### src/sv/tccw_pkg.sv
// ---------------------------------------------------------------------------
// tccw_pkg
// Shared types, codes and the digit to character map for the text console
// cell writer.
// ---------------------------------------------------------------------------
package tccw_pkg;

   // command codes on the request channel
   localparam logic [1:0] CMD_PUT_CHAR = 2'd0;
   localparam logic [1:0] CMD_HEX      = 2'd1;
   localparam logic [1:0] CMD_DEC      = 2'd2;

   localparam logic [7:0] NEWLINE_CODE = 8'd10;
   localparam logic [7:0] MINUS_CODE   = 8'h2D;
   localparam logic [7:0] COLOR_RESET  = 8'd23;

   localparam int ADDR_W   = 11;
   localparam int SUM_W    = 12;  // holds any row base plus column up to 32 x 128
   localparam int NUM_W    = 32;
   localparam int DIGITS   = 10;
   localparam int BCD_W    = 4 * DIGITS;
   localparam int STEP_W   = 6;
   localparam int CNT_W    = 4;

   typedef enum logic [1:0] {
      ST_IDLE,
      ST_CONV,
      ST_SKIP,
      ST_EMIT
   } state_type;

   // ascii for one hex digit, upper case
   function automatic logic [7:0] digit_char(input logic [3:0] nib);
      logic [7:0] c;
      if (nib < 4'd10) begin
         c = 8'h30 + {4'd0, nib};
      end else begin
         c = 8'h37 + {4'd0, nib};
      end
      return c;
   endfunction

endpackage

### src/sv/tccw_bcd_unit.sv
// ---------------------------------------------------------------------------
// tccw_bcd_unit
// Binary to packed BCD conversion, one input bit per cycle (shift and add 3).
// ---------------------------------------------------------------------------
module tccw_bcd_unit (
   input  logic                       clock,
   input  logic                       reset,
   input  logic                       start,
   input  logic [tccw_pkg::NUM_W-1:0] value,
   output logic                       done,
   output logic [tccw_pkg::BCD_W-1:0] bcd
);

   logic [tccw_pkg::NUM_W-1:0]  bin_ff, bin_in;
   logic [tccw_pkg::BCD_W-1:0]  bcd_ff, bcd_in;
   logic [tccw_pkg::STEP_W-1:0] step_ff, step_in;
   logic                        busy_ff, busy_in;
   logic                        done_ff, done_in;
   logic [tccw_pkg::BCD_W-1:0]  adj;

   // every digit of five or more gets three added before the shift
   always_comb begin
      for (int i = 0; i < tccw_pkg::DIGITS; i++) begin
         if (bcd_ff[4*i +: 4] >= 4'd5) begin
            adj[4*i +: 4] = bcd_ff[4*i +: 4] + 4'd3;
         end else begin
            adj[4*i +: 4] = bcd_ff[4*i +: 4];
         end
      end
   end

   always_comb begin
      bin_in  = bin_ff;
      bcd_in  = bcd_ff;
      step_in = step_ff;
      busy_in = busy_ff;
      done_in = 1'b0;
      if (start) begin
         bin_in  = value;
         bcd_in  = '0;
         step_in = tccw_pkg::STEP_W'(tccw_pkg::NUM_W);
         busy_in = 1'b1;
      end else if (busy_ff) begin
         bcd_in  = {adj[tccw_pkg::BCD_W-2:0], bin_ff[tccw_pkg::NUM_W-1]};
         bin_in  = {bin_ff[tccw_pkg::NUM_W-2:0], 1'b0};
         step_in = step_ff - 1'b1;
         if (step_ff == tccw_pkg::STEP_W'(1)) begin
            busy_in = 1'b0;
            done_in = 1'b1;
         end
      end
   end

   always_ff @(posedge clock) begin
      if (reset) begin
         busy_ff <= 1'b0;
         done_ff <= 1'b0;
      end else begin
         busy_ff <= busy_in;
         done_ff <= done_in;
      end
      bin_ff  <= bin_in;
      bcd_ff  <= bcd_in;
      step_ff <= step_in;
   end

   assign done = done_ff;
   assign bcd  = bcd_ff;

endmodule

### src/sv/text_console_cell_writer.sv
// ---------------------------------------------------------------------------
// text_console_cell_writer
// Prints characters, hex and signed decimal numbers as 16-bit screen cell
// writes at a wrapping cursor.
// ---------------------------------------------------------------------------
//  channel  direction  handshake            payload
//  req      in         req_valid/req_stall  req_cmd, req_char_code, req_number
//  rsp      out        rsp_valid/rsp_stall  rsp_cell_address, rsp_cell_value, rsp_last
//  csr      in         csr_valid/csr_ready  csr_text_color
//
//  One item at a time; req_stall is high until the last cell is in the output register.
//  Character: one cell. Hex: eight cells, one per digit. Decimal: the shift-and-add-3
//  converter, then the leading zero stage, which drops one zero at a time, then one
//  cell a cycle while rsp_stall is low. Newline and unused commands write no cell.
//  rsp_stall holds the output register and pauses emission.
//  Synchronous reset clears the cursor and sets the attribute to 23.
// ---------------------------------------------------------------------------
module text_console_cell_writer #(
   parameter int COLUMNS = 80,
   parameter int ROWS    = 25
) (
   input  logic                        clock,
   input  logic                        reset,
   input  logic                        req_valid,
   output logic                        req_stall,
   input  logic [1:0]                  req_cmd,
   input  logic [7:0]                  req_char_code,
   input  logic [tccw_pkg::NUM_W-1:0]  req_number,
   output logic                        rsp_valid,
   input  logic                        rsp_stall,
   output logic [tccw_pkg::ADDR_W-1:0] rsp_cell_address,
   output logic [15:0]                 rsp_cell_value,
   output logic                        rsp_last,
   input  logic                        csr_valid,
   output logic                        csr_ready,
   input  logic [7:0]                  csr_text_color
);

   localparam int COL_W = (COLUMNS > 1) ? $clog2(COLUMNS) : 1;
   localparam int ROW_W = (ROWS > 1) ? $clog2(ROWS) : 1;

   tccw_pkg::state_type state_ff, state_in;

   logic [7:0]                  color_ff;
   logic [COL_W-1:0]            col_ff, col_in;
   logic [ROW_W-1:0]            row_ff, row_in;
   logic [tccw_pkg::SUM_W-1:0]  base_ff, base_in;

   logic [tccw_pkg::BCD_W-1:0]  sh_ff;
   logic [tccw_pkg::CNT_W-1:0]  cnt_ff;
   logic                        neg_ff;
   logic                        char_mode_ff;
   logic [7:0]                  char_ff;

   logic                        rsp_valid_ff;
   logic [tccw_pkg::ADDR_W-1:0] addr_ff;
   logic [15:0]                 value_ff;
   logic                        last_ff;

   logic                        req_take;
   logic                        out_free;
   logic                        emit_go;
   logic                        emit_last;
   logic                        skip_shift;
   logic                        bcd_start;
   logic                        bcd_done;
   logic [tccw_pkg::BCD_W-1:0]  bcd_value;
   logic [tccw_pkg::NUM_W-1:0]  magnitude;
   logic                        is_newline;
   logic [7:0]                  emit_char;
   logic [tccw_pkg::SUM_W-1:0]  cell_sum;

   tccw_bcd_unit u_bcd (
      .clock (clock),
      .reset (reset),
      .start (bcd_start),
      .value (magnitude),
      .done  (bcd_done),
      .bcd   (bcd_value)
   );

   assign is_newline = (req_char_code == tccw_pkg::NEWLINE_CODE);
   assign magnitude  = req_number[tccw_pkg::NUM_W-1] ? (~req_number + 1'b1) : req_number;
   assign out_free   = !rsp_valid_ff || !rsp_stall;
   assign emit_last  = !neg_ff && (cnt_ff == tccw_pkg::CNT_W'(1));

   // next state
   always_comb begin
      state_in = state_ff;
      unique case (state_ff)
         tccw_pkg::ST_IDLE: begin
            if (req_valid) begin
               case (req_cmd)
                  tccw_pkg::CMD_PUT_CHAR: if (!is_newline) state_in = tccw_pkg::ST_EMIT;
                  tccw_pkg::CMD_HEX:      state_in = tccw_pkg::ST_EMIT;
                  tccw_pkg::CMD_DEC:      state_in = tccw_pkg::ST_CONV;
                  default:                state_in = tccw_pkg::ST_IDLE;
               endcase
            end
         end
         tccw_pkg::ST_CONV: begin
            if (bcd_done) state_in = tccw_pkg::ST_SKIP;
         end
         tccw_pkg::ST_SKIP: begin
            if (!(sh_ff[tccw_pkg::BCD_W-1 -: 4] == 4'd0 && cnt_ff > tccw_pkg::CNT_W'(1))) begin
               state_in = tccw_pkg::ST_EMIT;
            end
         end
         tccw_pkg::ST_EMIT: begin
            if (out_free && emit_last) state_in = tccw_pkg::ST_IDLE;
         end
         default: state_in = tccw_pkg::ST_IDLE;
      endcase
   end

   // control outputs
   always_comb begin
      req_stall  = 1'b1;
      req_take   = 1'b0;
      bcd_start  = 1'b0;
      skip_shift = 1'b0;
      emit_go    = 1'b0;
      unique case (state_ff)
         tccw_pkg::ST_IDLE: begin
            req_stall = 1'b0;
            req_take  = req_valid;
            bcd_start = req_valid && (req_cmd == tccw_pkg::CMD_DEC);
         end
         tccw_pkg::ST_CONV: begin
         end
         tccw_pkg::ST_SKIP: begin
            skip_shift = (sh_ff[tccw_pkg::BCD_W-1 -: 4] == 4'd0) && (cnt_ff > tccw_pkg::CNT_W'(1));
         end
         tccw_pkg::ST_EMIT: begin
            emit_go = out_free;
         end
         default: begin
         end
      endcase
   end

   // character for the cell about to be written
   always_comb begin
      if (neg_ff) begin
         emit_char = tccw_pkg::MINUS_CODE;
      end else if (char_mode_ff) begin
         emit_char = char_ff;
      end else begin
         emit_char = tccw_pkg::digit_char(sh_ff[tccw_pkg::BCD_W-1 -: 4]);
      end
   end

   assign cell_sum = base_ff + {{(tccw_pkg::SUM_W-COL_W){1'b0}}, col_ff};

   // cursor: advance after each cell, newline clears the column and moves down
   always_comb begin
      col_in  = col_ff;
      row_in  = row_ff;
      base_in = base_ff;
      if ((emit_go && col_ff == COL_W'(COLUMNS - 1)) ||
          (req_take && req_cmd == tccw_pkg::CMD_PUT_CHAR && is_newline)) begin
         col_in = '0;
         if (row_ff == ROW_W'(ROWS - 1)) begin
            row_in  = '0;
            base_in = '0;
         end else begin
            row_in  = row_ff + 1'b1;
            base_in = base_ff + tccw_pkg::SUM_W'(COLUMNS);
         end
      end else if (emit_go) begin
         col_in = col_ff + 1'b1;
      end
   end

   always_ff @(posedge clock) begin
      if (reset) begin
         state_ff     <= tccw_pkg::ST_IDLE;
         color_ff     <= tccw_pkg::COLOR_RESET;
         col_ff       <= '0;
         row_ff       <= '0;
         base_ff      <= '0;
         rsp_valid_ff <= 1'b0;
      end else begin
         state_ff <= state_in;
         col_ff   <= col_in;
         row_ff   <= row_in;
         base_ff  <= base_in;
         if (csr_valid) begin
            color_ff <= csr_text_color;
         end
         if (emit_go) begin
            rsp_valid_ff <= 1'b1;
         end else if (!rsp_stall) begin
            rsp_valid_ff <= 1'b0;
         end
      end
   end

   // work registers for the item in progress
   always_ff @(posedge clock) begin
      if (req_take) begin
         char_ff      <= req_char_code;
         char_mode_ff <= (req_cmd == tccw_pkg::CMD_PUT_CHAR);
         if (req_cmd == tccw_pkg::CMD_HEX) begin
            sh_ff  <= {req_number, 8'd0};
            cnt_ff <= tccw_pkg::CNT_W'(8);
            neg_ff <= 1'b0;
         end else if (req_cmd == tccw_pkg::CMD_DEC) begin
            cnt_ff <= tccw_pkg::CNT_W'(tccw_pkg::DIGITS);
            neg_ff <= req_number[tccw_pkg::NUM_W-1];
         end else begin
            cnt_ff <= tccw_pkg::CNT_W'(1);
            neg_ff <= 1'b0;
         end
      end else if (state_ff == tccw_pkg::ST_CONV && bcd_done) begin
         sh_ff <= bcd_value;
      end else if (skip_shift) begin
         sh_ff  <= {sh_ff[tccw_pkg::BCD_W-5:0], 4'd0};
         cnt_ff <= cnt_ff - 1'b1;
      end else if (emit_go) begin
         if (neg_ff) begin
            neg_ff <= 1'b0;
         end else begin
            sh_ff  <= {sh_ff[tccw_pkg::BCD_W-5:0], 4'd0};
            cnt_ff <= cnt_ff - 1'b1;
         end
      end
   end

   // output register
   always_ff @(posedge clock) begin
      if (emit_go) begin
         addr_ff  <= cell_sum[tccw_pkg::ADDR_W-1:0];
         value_ff <= {color_ff, emit_char};
         last_ff  <= emit_last;
      end
   end

   assign csr_ready        = 1'b1;
   assign rsp_valid        = rsp_valid_ff;
   assign rsp_cell_address = addr_ff;
   assign rsp_cell_value   = value_ff;
   assign rsp_last         = last_ff;

endmodule
### config.mk
export PLATFORM = sky130hd
export DESIGN_NAME = text_console_cell_writer
export DESIGN_NICKNAME = d
export VERILOG_FILES = /design/src/sv/tccw_pkg.sv /design/src/sv/tccw_bcd_unit.sv /design/src/sv/text_console_cell_writer.sv
export SDC_FILE = /design/constraint.sdc
export NUM_CORES = 1
export LEC_CHECK = 0
export ABC_AREA = 1
export ABC_CLOCK_PERIOD_IN_PS = 3200
export BUFFER_PORTS_ARGS = -buffer_cell sky130_fd_sc_hd__buf_2
export CAP_MARGIN = 15
export CORE_MARGIN = 4
export CORE_UTILIZATION = 35
export CTS_CLUSTER_SIZE = 12
export DETAILED_ROUTE_END_ITERATION = 8
export HOLD_SLACK_MARGIN = 0.08
export MAX_ROUTING_LAYER = met4
export PLACE_DENSITY = 0.55
export SLEW_MARGIN = 10
export SYNTH_ARGS = -nofsm -noshare
export SYNTH_HDL_FRONTEND = slang
export SYNTH_HIERARCHICAL = 1
export SYNTH_SLANG_ARGS = --single-unit
### constraint.sdc
create_clock -name clock -period 3.2 [get_ports clock]
set_input_delay 0.8 -clock clock [delete_from_list [all_inputs] [get_ports clock]]
set_output_delay 0.8 -clock clock [all_outputs]
set_load 0.03 [all_outputs]
==> impl_results.md, run 1 <==
* Core region area at 28900 sq um
* Minimum setup slack in the final design at 1.00 ns
* Post-synth ARST share at 0
* Final routed wirelength across all metal layers at 24.6 mm
* Top cell family by delay on the critical path: flip-flops
* Number of levels in the clock H-tree at 4
* Number of buffers on the longest clock path at 2
* Total of flip-flops plus latches after synthesis at 192
* Static leakage at 5.16 nW
* Crit path largest cell delay at 0.38 ns
* Setup Fix Bufs, Post-CTS at 0
* Hold buffer count at CTS at 0
* Io pins at 86
* First-pass GRT wire length at 40.1 mm
* Layout net count at 1472
* Worst Hold Slack at 0.431 ns
* Max_slew headroom at 0.550
* Count of max-cap constraint violations at 0
* Final worst clock skew at 0.0187 ns
* DIE AREA at 32500 sq um
* Initial Utilization at 0.358
* Buffers added on ports at 84
* Clock latency of the later-clocked register in the worst-skew pair at 0.45 ns
* Final Setup Violations at 0
* Type of element capturing the critical path: output port
* Violation count after the first detailed-route iteration at 614
* Post-synthesis cell count at 1304
* Data arrival, critical path at 1.40 ns
* Average routed wire per standard cell at 13.9 um
* Clock-pin slew on the worst setup and hold paths at 0.08 ns
* Final Cycle Share at 0.687
* Detailed-route via count at 8469
* Category of the critical setup timing path: flip-flop to output port
* Category of the worst setup path launch point: flip-flop
* Net count after synthesis at 1403
* Pin count of the biggest net entering global routing at 68
* Cts bufs inserted at 17
* Placer Congestion at 0.884
* Hold Fails Final Rpt at 0
* Detail-routed via count per cell at 4.78
* HP Class: flip-flop to flip-flop
* Top_reg_cell synth: sky130_fd_sc_hd__edfxtp_1
* Pre-CTS worst setup slack at 0.675 ns
* Number of buffer and inverter stages on the critical path at 3
* Ys Warns at 6
* DRC at 0
* Area Growth Syn to Fin at 13.2%
* Combined area of all synthesized cells at 10400 sq um
* Die Span Y at 180 um
* Critical path, cell by cell: inv_1 -> ha_1 -> inv_1 -> buf_2
* Remaining Overflow, GRT at 0
* Post-synth EDFFs at 114
* Post-synthesis area per instance at 7.95 sq um
* Data required time of the critical path at 2.40 ns
* Row count at 62
* Area share of the largest cell type after synthesis at 0.330
* Global-route usage over all layers at 0.153
* CTS tree: done
* Power per cell area at 628 nW/um^2
* Floorplan die width at 180 um
* Transition time of the tightest slew-check pin at 0.673 ns
* TNS Setup at 0 ns
* Post-synthesis sequential area ratio at 0.481
* Maximum fanout along the worst path at 4
* Peak clock frequency supported by timing at 455 MHz
* Setup repair after global routing missed its margin: no
* Antenna fix cells at 0
* Iteration count of the initial detailed-routing pass at 5
* Min Clock Period, post-route at 2.20 ns
* Via count of the first global-routing pass at 7852
* Count of unique library cells instantiated by Yosys at 45
* Post-DRT Antenna Nets at 0
* CTS sink count at 192
* Master of the slowest instance on the critical path: sky130_fd_sc_hd__dfxtp_1
* CP most frequent cell: sky130_fd_sc_hd__inv_1
* CTS root buf: sky130_fd_sc_hd__clkbuf_16
* Post-synthesis cell type with the largest combined area: sky130_fd_sc_hd__edfxtp_1
* Number of antenna violations at the first check in global routing at 0
* Fraction of final layout cells sized beyond drive strength 1 at 0.122
* Biggest area contributors in the synthesized netlist: sky130_fd_sc_hd__edfxtp_1, sky130_fd_sc_hd__nand2_1, sky130_fd_sc_hd__dfxtp_1
* PostCTS Resize Cnt at 0
* IR Drop Worst-Case VDD at 0.359 mV
* Detailed placer's ending HPWL at 17.9 mm
* Final max-slew violation count at 0
* Outcome: completed
-- worst register-to-register path: cells and delay by family, from the launching register on --
family	cells	cell delay, ns
AND/OR/NAND/NOR	3	0.42
buffers and inverters	3	0.68
AO/OA/AOI/OAI	2	0.37
flip-flops	1	0.38
adder cells (fa/ha/maj)	1	0.25
-- synthesized netlist by cell type (9+ instances only) --
cell                       number
sky130_fd_sc_hd__nand2_1      432
sky130_fd_sc_hd__nand2_2        9
sky130_fd_sc_hd__clkbuf_1      15
sky130_fd_sc_hd__nor2_1       136
sky130_fd_sc_hd__nor2_2         9
sky130_fd_sc_hd__nand3_1       97
sky130_fd_sc_hd__a21oi_1       33
sky130_fd_sc_hd__buf_2         21
sky130_fd_sc_hd__xor2_1        19
sky130_fd_sc_hd__ha_1          44
sky130_fd_sc_hd__edfxtp_1     114
sky130_fd_sc_hd__a31oi_1       33
sky130_fd_sc_hd__inv_1        118
sky130_fd_sc_hd__nand4_1       16
sky130_fd_sc_hd__dfxtp_1       78
sky130_fd_sc_hd__xnor2_1       12
sky130_fd_sc_hd__o21ai_0       59
-- cells by family (layout without fill, tap and decap cells) --
logic type | Yosys count | after routing | synth area share
AOI/OAI and AO/OA | 140 | 140 | 0.0747
xor gates and xnor gates | 31 | 31 | 0.0262
adders and majority gates | 44 | 44 | 0.0531
buffers and inverters | 168 | 250 | 0.0676
DFF | 192 | 192 | 0.481
other | 1 | 1 | 0.000362
and+or+nand+nor | 728 | 728 | 0.298
-- final timing paths --
path,to,depth (start not counted),from,slack (ns)
hold / removal,rsp_cell_value[14],0,color_ff[6],0.43
setup / recovery,req_stall,4,state_ff[0],1.00
hold reg to reg,rsp_cell_value[14],0,color_ff[6],0.43
setup reg to reg,u_bcd/bcd[36],9,state_ff[0],1.04
-- per-stage QoR --
step | cells | total power, mW | area (sq um) | utilization
global route | 1770 | 7.84 | 11700 | 0.406
global placement | 1738 | 5.22 | 11100 | 0.384
detailed placement | 1738 | 5.24 | 11100 | 0.384
floorplan | 1304 | 4.73 | 10400 | -
finish | 1770 | 7.37 | 11700 | 0.406
CTS | 1770 | 7.46 | 11700 | 0.406
-- flip-flops by register name, indices dropped and copies added, names as in the netlist --
register,cells
u_bcd/step_ff,6
row_ff,5
u_bcd/done,1
state_ff,2
u_bcd/bcd,40
rsp_last,1
base_ff,7
cnt_ff,4
rsp_valid,1
neg_ff,1
char_ff,8
sh_ff,40
col_ff,7
char_mode_ff,1
rsp_cell_value,16
rsp_cell_address,11
color_ff,8
u_bcd/busy_ff,1
u_bcd/bin_ff,32
-- power by group --
part	leakage, nW	switching, mW	internal [mW]
Combinational	3.17	1.18	0.556
Sequential	1.70	0.214	3.21
Clock	0.297	1.13	1.08
-- metal layers --
layer  vias to the layer above  global-route usage  share of wire
li1                       4387                   -              -
met1                      3892               0.209           0.49
met2                       162               0.240           0.46
met3                        28              0.0254          0.038
met4                         0              0.0402          0.018
met5                         -                   -              0
-- cell type report --
| class | count | area [sq um] |
|---|---|---|
| tap | 384 | 480 |
| timing repair buffer | 95 | 503 |
| fill | 2960 | 17200 |
| multi-input combinational | 944 | 4690 |
| clock buffer | 17 | 425 |
| clock inverter | 15 | 198 |
| sequential | 192 | 4980 |
| inverter | 123 | 462 |
-- cell usage in the layout, fill, tap and decap left out, drive strengths merged, types with 33 or more instances in the layout --
cell type,count
a21oi,33
a31oi,33
buf,95
dfxtp,78
edfxtp,114
ha,44
inv,129
nand2,443
nand3,100
nor2,149
o21ai,66
Power figures use the tool's default switching activity.
==> inputs of run 2 (changes only) <==
--- a/config.mk
+++ b/config.mk
@@ -5,8 +5,8 @@
 export SDC_FILE = /design/constraint.sdc
 export NUM_CORES = 1
 export LEC_CHECK = 0
-export ABC_AREA = 1
-export ABC_CLOCK_PERIOD_IN_PS = 3200
+export ABC_AREA = 0
+export ABC_CLOCK_PERIOD_IN_PS = 2150
 export BUFFER_PORTS_ARGS = -buffer_cell sky130_fd_sc_hd__buf_2
 export CAP_MARGIN = 15
 export CORE_MARGIN = 4
==> constraint.sdc (replaced) <==
create_clock -name clock -period 2.15 [get_ports clock]
set_input_delay 0.5375 -clock clock [delete_from_list [all_inputs] [get_ports clock]]
set_output_delay 0.5375 -clock clock [all_outputs]
set_load 0.03 [all_outputs]
==> run 2 against run 1 <==
Net effect: via count fell by 9.0%; power rose by 82%; core utilization rose by 2.9 points; clock skew fell by 0.0016 ns; critical endpoint is now u_bcd/bin_ff[26]; largest power group unchanged.
==> impl_results.md, run 2 <==
* Outcome: completed
* Number of buffers on the longest clock path at 2 (unchanged)
* # placed instances at 1488 (-14%)
* R2R cell count at 8 (-1)
* Cells on Worst Hold Path at 1 (+1)
* Post-synthesis area per instance at 10.1 sq um (+27%)
* Hold Fails Final Rpt at 0 (unchanged)
* Summed area of non-filler cells in the final layout at 12200 sq um (+4.3%)
* CTS tree: done
* Static leakage at 4.65 nW (-9.9%)
* Data arrival, critical path at 2.29 ns (+0.89 ns)
* Number of buffer and inverter stages on the critical path at 1 (-2)
* Average routed wire per standard cell at 15.1 um (+8.9%)
* Initial Utilization at 0.359 (+0.000584)
* IR Drop Worst-Case VDD at 0.701 mV (+95%)
* Commonest non-fill, non-tap cells in the layout: sky130_fd_sc_hd__nand2_1, sky130_fd_sc_hd__edfxtp_1, sky130_fd_sc_hd__nor2_1
* DIE AREA at 31700 sq um (-2.4%)
* Peak clock frequency supported by timing at 479 MHz
* Top_reg_cell synth: sky130_fd_sc_hd__edfxtp_1
* Final standard cell utilization of the core at 0.435 (+0.0292)
* Post-DRT Antenna Nets at 0 (unchanged)
* Post-synthesis cell type with the largest combined area: sky130_fd_sc_hd__edfxtp_1
* Top cell family by delay on the critical path: simple AND/OR/NAND/NOR gates
* Type of element capturing the critical path: flip-flop
* Post-synthesis sequential area ratio at 0.493 (+0.0124)
* First-pass GRT wire length at 37.4 mm (-6.8%)
* Crit path largest cell delay at 0.55 ns (+0.17 ns)
* Number of levels in the clock H-tree at 4 (unchanged)
* Multiplexer share of the synthesized area at 0.0474 (+0.0474)
* Violation count after the first detailed-route iteration at 491 (-20%)
* Final Cycle Share at 0.971
* Stages on the worst setup path at 7 (+3)
* TNS Setup at 0 ns (unchanged)
* Pre-CTS worst setup slack at -0.460 ns (-1.14 ns)
* Pin count of the biggest net entering global routing at 77 (+13%)
* Max_slew headroom at 0.611 (+0.0606)
* Number of antenna violations at the first check in global routing at 0 (unchanged)
* Iteration count of the initial detailed-routing pass at 5 (unchanged)
* Final routed wirelength across all metal layers at 23.0 mm (-6.3%)
* Cts bufs inserted at 17 (unchanged)
* CTS root buf: sky130_fd_sc_hd__clkbuf_16
* Final max-slew violation count at 0 (unchanged)
* Category of the critical setup timing path: input pin to flip-flop
* Maximum fanout along the worst path at 4 (unchanged)
* Area share of the largest cell type after synthesis at 0.339 (+0.00850)
* CTS sink count at 192 (unchanged)
* Clock-pin slew on the worst setup and hold paths at 0.09 ns (about the same)
* Cell area reported after detailed placement at 11500 sq um (+3.5%)
* Minimum setup slack in the final design at 0.0627 ns (-0.938 ns)
* HP Class: input pin to flip-flop
* Post-synth ARST share at 0 (unchanged)
* Setup repair after global routing missed its margin: yes
* Io pins at 86 (unchanged)
* Category of the worst setup path launch point: input pin
* Fraction of final layout cells sized beyond drive strength 1 at 0.250 (+0.128)
* Combined area of all synthesized cells at 10100 sq um (-2.5%)
* Placer Congestion at 0.809 (-8.5%)
* Clock latency of the later-clocked register in the worst-skew pair at 0.45 ns (about the same)
* Non-filler cells, final at 1523 (-14%)
* Final Setup Violations at 0 (unchanged)
* Count of max-cap constraint violations at 0 (unchanged)
* Detailed placer's ending HPWL at 16.1 mm (-10%)
* Antenna fix cells at 0 (unchanged)
* Global-route usage over all layers at 0.149 (-0.00397)
* Most numerous cell in the Yosys netlist: sky130_fd_sc_hd__nand2_1
* Die Span Y at 178 um (-1.2%)
* Data required time of the critical path at 2.35 ns (-0.05 ns)
* Final Power at 13.4 mW (+82%)
* Row count at 61 (-1.6%)
* Simple-gate area share of the yosys netlist at 0.165 (-0.133)
* DRC at 0 (unchanged)
* Power per cell area at 1090 nW/um^2 (+74%)
* Floorplan die width at 178 um (-1.2%)
* Remaining Overflow, GRT at 0 (unchanged)
* Buffers added on ports at 84 (unchanged)
* Detail-routed via count per cell at 5.06 (+5.7%)
* Via count of the first global-routing pass at 7442 (-5.2%)
* Commonest cells in the synthesized netlist: sky130_fd_sc_hd__nand2_1, sky130_fd_sc_hd__edfxtp_1, sky130_fd_sc_hd__nor2_1
* Total of flip-flops plus latches after synthesis at 192 (unchanged)
* Synthesized-area fraction occupied by xor and xnor cells at 0.0416 (+0.0154)
* Core region area at 28200 sq um (-2.7%)
* Detailed-route via count at 7704 (-9.0%)
* Transition time of the tightest slew-check pin at 0.580 ns (-0.0930 ns)
* Biggest area contributors in the synthesized netlist: sky130_fd_sc_hd__edfxtp_1, sky130_fd_sc_hd__dfxtp_1, sky130_fd_sc_hd__ha_1
* Final worst clock skew at 0.0171 ns (-0.00156 ns)
* Layout net count at 1231 (-16%)
* Post-synthesis cell count at 1000 (-23%)
* Worst Hold Slack at 0.280 ns (-0.150 ns)
* Net count after synthesis at 1099 (-22%)
* Area Growth Syn to Fin at 21.1%
* Post-synthesis compound-gate area fraction at 0.154 (+0.0791)
* Min Clock Period, post-route at 2.09 ns
* Main combinational cell family by area after synthesis: simple AND/OR/NAND/NOR gates
* Critical path, cell by cell: buf_2 -> or4_4 -> nor4_4 -> nand4_4 -> o41ai_2 -> xnor2_1 -> mux2_2
* Count of unique library cells instantiated by Yosys at 74 (+64%)
* Post-synth EDFFs at 114 (unchanged)
* Master of the slowest instance on the critical path: sky130_fd_sc_hd__or4_4
* Most frequent standard cell in the layout excluding fill and tap cells: sky130_fd_sc_hd__nand2_1
* Ys Warns at 6 (unchanged)
* Post-synthesis adder-cell area fraction at 0.0544 (+0.00137)
-- run 2: cell count changes after synthesis, sizes merged, moves of 28 or more --
cell,previous run,this run
inv,122,60
xnor2,12,40
nor2,149,87
mux2,0,31
nand2,443,128
nand3,100,21
-- run 2: repair_timing --
action / CTS / global route
gates cloned: 0 / 2
resized for setup: 2 / 7
pin swaps: 0 / 2
endpoints found under the setup margin: 42 / 55
hold buffers: 0 / 0
buffers inserted: 0 / 1
-- run 2: report_power, final --
| group | total (mW) | leakage [nW] | switching [mW] | internal, mW |
|---|---|---|---|---|
| registers | 5.77 | 1.71 | 0.748 | 5.02 |
| logic | 4.34 | 2.64 | 2.46 | 1.88 |
| clock network | 3.28 | 0.301 | 1.67 | 1.60 |
-- run 2: layout make-up --
| type | instances | area [sq um] |
|---|---|---|
| Clock buffer | 17 | 425 |
| Clock inverter | 15 | 199 |
| Fill cell | 2710 | 15900 |
| Inverter | 61 | 233 |
| Multi-Input combinational cell | 698 | 4780 |
| Sequential cell | 192 | 4990 |
| Tap cell | 378 | 473 |
| Timing Repair Buffer | 162 | 1150 |
-- run 2: per-layer routing --
layer / part of all wire / global-route usage / up-vias
li1: - / - / 3884
met1: 0.47 / 0.191 / 3675
met2: 0.49 / 0.247 / 123
met3: 0.030 / 0.0249 / 22
met4: 0.011 / 0.0396 / 0
met5: 0 / - / -
-- run 2: cells by family (layout without fill, tap and decap cells) --
group / Yosys count / in the layout
adder cells (fa/ha/maj): 44 / 44
AO/OA/AOI/OAI: 228 / 228
other: 1 / 1
AND/OR/NAND/NOR: 333 / 333
multiplexers: 44 / 44
XOR/XNOR: 48 / 48
flip-flops: 192 / 192
buffers and inverters: 110 / 255
-- run 2: path summary, 6_finish.rpt --
path | startpoint | to | slack, ns
worst max-delay path | req_number[19] | u_bcd/bin_ff[26] | 0.06
worst min-delay path | req_char_code[6] | char_ff[6] | 0.28
worst max register to register | cnt_ff[0] | sh_ff[27] | 0.11
worst min register to register | color_ff[4] | rsp_cell_value[12] | 0.43
==> inputs of run 3 (changes only) <==
--- a/config.mk
+++ b/config.mk
@@ -10,12 +10,12 @@
 export BUFFER_PORTS_ARGS = -buffer_cell sky130_fd_sc_hd__buf_2
 export CAP_MARGIN = 15
 export CORE_MARGIN = 4
-export CORE_UTILIZATION = 35
+export CORE_UTILIZATION = 44
 export CTS_CLUSTER_SIZE = 12
 export DETAILED_ROUTE_END_ITERATION = 8
 export HOLD_SLACK_MARGIN = 0.08
 export MAX_ROUTING_LAYER = met4
-export PLACE_DENSITY = 0.55
+export PLACE_DENSITY = 0.66
 export SLEW_MARGIN = 10
 export SYNTH_ARGS = -nofsm -noshare
 export SYNTH_HDL_FRONTEND = slang
==> run 3 against run 2 <==
Net effect: clock skew fell by 0.0038 ns; first-iteration DRC count shrank 4.3%; core utilization up 10 points; count of clock-buffer cells in the layout did not move; power down 1.3%; flip-flop and latch count stayed put; wire length is 5.2% lower; register-to-register slack lost 0.04 ns; clock power fell by 2%; critical path type unchanged; critical endpoint is now u_bcd/bin_ff[29]; largest cell class unchanged.
==> impl_results.md, run 3 (synthesis gave the netlist of run 2 again) <==
* Core region area at 22600 sq um (-20%)
* Data required time of the critical path at 2.34 ns (about the same)
* First-pass GRT wire length at 36.1 mm (-3.4%)
* Final Power at 13.2 mW (-1.3%)
* Final Cycle Share at 0.992 (+0.0216)
* Number of filler instances in the final layout at 2014 (-26%)
* Count of max-cap constraint violations at 0 (unchanged)
* Final worst clock skew at 0.0133 ns (-0.00378 ns)
* Transition time of the tightest slew-check pin at 0.582 ns (+0.00217 ns)
* Setup slack on the worst flop-to-flop path at 0.07 ns (-0.04 ns)
* Number of levels in the clock H-tree at 4 (unchanged)
* Peak clock frequency supported by timing at 469 MHz (-2.2%)
* Summed area of non-filler cells in the final layout at 12100 sq um (-1.2%)
* Category of the critical setup timing path: input pin to flip-flop
* DIE AREA at 25500 sq um (-20%)
* Detailed-route via count at 7716 (+0.16%)
* Row count at 55 (-9.8%)
* Fraction of final layout cells sized beyond drive strength 1 at 0.253 (+0.00370)
* Static leakage at 4.63 nW (-0.43%)
* Area Growth Syn to Fin at 19.7%
* Average routed wire per standard cell at 15.2 um (+0.78%)
* Global-route usage over all layers at 0.175 (+0.0255)
* Crit path largest cell delay at 0.39 ns (-0.16 ns)
* Type of element capturing the critical path: flip-flop
* Switch Pwr at 4.76 mW (-2.4%)
* Hold Fails Final Rpt at 0 (unchanged)
* Switching portion of total power at 0.360 (-0.00406)
* CTS sink count at 192 (unchanged)
* TNS Setup at 0 ns (unchanged)
* Capture instance of the worst register-to-register path: sh_ff[20]
* Post-DRT Antenna Nets at 0 (unchanged)
* Worst setup path startpoint: req_number[1]
* Internal power at 8.45 mW (-0.71%)
* Master of the slowest instance on the critical path: sky130_fd_sc_hd__or3_4
* Cell area reported after detailed placement at 11400 sq um (-1.1%)
* Antenna fix cells at 0 (unchanged)
* Io pins at 86 (unchanged)
* Pin count of the biggest net entering global routing at 49 (-36%)
* R2R Path Start: cnt_ff[0]
* Category of the worst setup path launch point: input pin
* Number of buffer and inverter stages on the critical path at 1 (unchanged)
* Violation count after the first detailed-route iteration at 470 (-4.3%)
* Data arrival, critical path at 2.32 ns (+0.03 ns)
* Most frequent standard cell in the layout excluding fill and tap cells: sky130_fd_sc_hd__nand2_1
* HP Class: input pin to flip-flop
* Power per cell area at 1090 nW/um^2 (-0.14%)
* CTS tree: done
* Via count of the first global-routing pass at 7410 (-0.43%)
* Number of buffers on the longest clock path at 2 (unchanged)
* Number of antenna violations at the first check in global routing at 0 (unchanged)
* Endpoint of the most critical setup path: u_bcd/bin_ff[29]
* Max_slew headroom at 0.612 (+0.000660)
* Outcome: completed
* Commonest non-fill, non-tap cells in the layout: sky130_fd_sc_hd__nand2_1, sky130_fd_sc_hd__edfxtp_1, sky130_fd_sc_hd__nor2_1
* Fraction of power consumed by the clock network at 0.244 (about the same)
* Min Clock Period, post-route at 2.13 ns (+0.0464 ns)
* Die Span Y at 160 um (-10%)
* Clock-pin slew on the worst setup and hold paths at 0.08 ns (about the same)
* Buffers added on ports at 84 (unchanged)
* R2R cell count at 8 (unchanged)
* Layout net count at 1234 (+0.24%)
* Setup repair after global routing missed its margin: yes
* Final max-slew violation count at 0 (unchanged)
* Maximum fanout along the worst path at 4 (unchanged)
* Detail-routed via count per cell at 5.38 (+6.4%)
* Final standard cell utilization of the core at 0.535 (+0.0996)
* Placer Congestion at 0.797 (-1.5%)
* Critical path, cell by cell: buf_6 -> or3_4 -> nor4_4 -> nand3_2 -> o41ai_2 -> xnor2_1 -> mux2_4
* Initial Utilization at 0.447 (+0.0876)
* Iteration count of the initial detailed-routing pass at 5 (unchanged)
* Final Setup Violations at 0 (unchanged)
* IR Drop Worst-Case VDD at 0.565 mV (-19%)
* Clock latency of the later-clocked register in the worst-skew pair at 0.44 ns (about the same)
* Cells on Worst Hold Path at 1 (unchanged)
* Hold buffer count at CTS at 0 (unchanged)
* Remaining Overflow, GRT at 0 (unchanged)
* Detailed placer's ending HPWL at 15.8 mm (-1.7%)
* Top cell family by delay on the critical path: simple AND/OR/NAND/NOR gates
* Floorplan die width at 160 um (-10%)
* Relative contribution of sequential cells to total power at 0.435 (+0.004)
* CTS root buf: sky130_fd_sc_hd__clkbuf_16
* Stages on the worst setup path at 7 (unchanged)
* Combinational share of power at 0.321 (-0.003)
* Cts bufs inserted at 17 (unchanged)
* Final routed wirelength across all metal layers at 21.8 mm (-5.2%)
* DRC at 0 (unchanged)
## run 3: cell types whose count changed in the layout (fill, tap and decap cells not counted), moves of 2 or more
cell / previous run / this run
sky130_fd_sc_hd__buf_6: 0 / 2
sky130_fd_sc_hd__buf_2: 84 / 81
sky130_fd_sc_hd__clkinv_4: 0 / 2
sky130_fd_sc_hd__buf_4: 67 / 73
sky130_fd_sc_hd__mux2_4: 0 / 2
sky130_fd_sc_hd__clkbuf_16: 19 / 17
sky130_fd_sc_hd__mux2_2: 31 / 29
## run 3: stage by stage
step / hold slack [ns] / std cells / setup WS [ns]
2_1_floorplan: 0.408 / 1000 / -0.135
3_3_place_gp: 0.412 / 1395 / -0.372
3_5_place_dp: 0.418 / 1395 / -0.407
4_1_cts: 0.271 / 1427 / 0.0355
5_1_grt: 0.266 / 1433 / -0.0412
6_report: 0.287 / 1433 / 0.0163
## run 3: worst min path at each step
stage               slack (ns)                  to             start
global placement          0.41   rsp_cell_value[9]       color_ff[1]
CTS                       0.27          char_ff[4]  req_char_code[4]
finish                    0.29          char_ff[4]  req_char_code[4]
global route              0.27          char_ff[4]  req_char_code[4]
floorplan                 0.41  rsp_cell_value[10]       color_ff[2]
detailed placement        0.42  rsp_cell_value[15]       color_ff[7]
## run 3: power groups by stage
stage               registers, mW  logic [mW]  clock network (mW)
global placement             5.81        4.04                   0
CTS                          5.75        4.21                3.29
global route                 5.88        4.77                3.45
finish                       5.75        4.24                3.22
floorplan                    5.70        3.04                   0
detailed placement           5.82        4.17                   0
## run 3: what timing repair did
item / in CTS / in global routing
pin swaps: 0 / 5
setup buffers: 0 / 6
gates resized for setup: 1 / 11
endpoints found under the setup margin: 40 / 54
## run 3: final cells by class
type / instances / area [sq um] / area share
timing repair buffer: 165 / 1140 / 0.0945
inverter: 61 / 233 / 0.0192
clock buffer: 17 / 425 / 0.0352
sequential: 192 / 4990 / 0.412
clock inverter: 15 / 191 / 0.0158
tap: 285 / 357 / 0.0295
multi-input combinational: 698 / 4760 / 0.394
## run 3: routing by layer
metal | up-vias | global-route usage | wire length [um]
li1 | 3890 | - | -
met1 | 3675 | 0.208 | 9510
met2 | 128 | 0.308 | 11400
met3 | 23 | 0.0308 | 652
met4 | 0 | 0.0430 | 268
met5 | - | - | 0
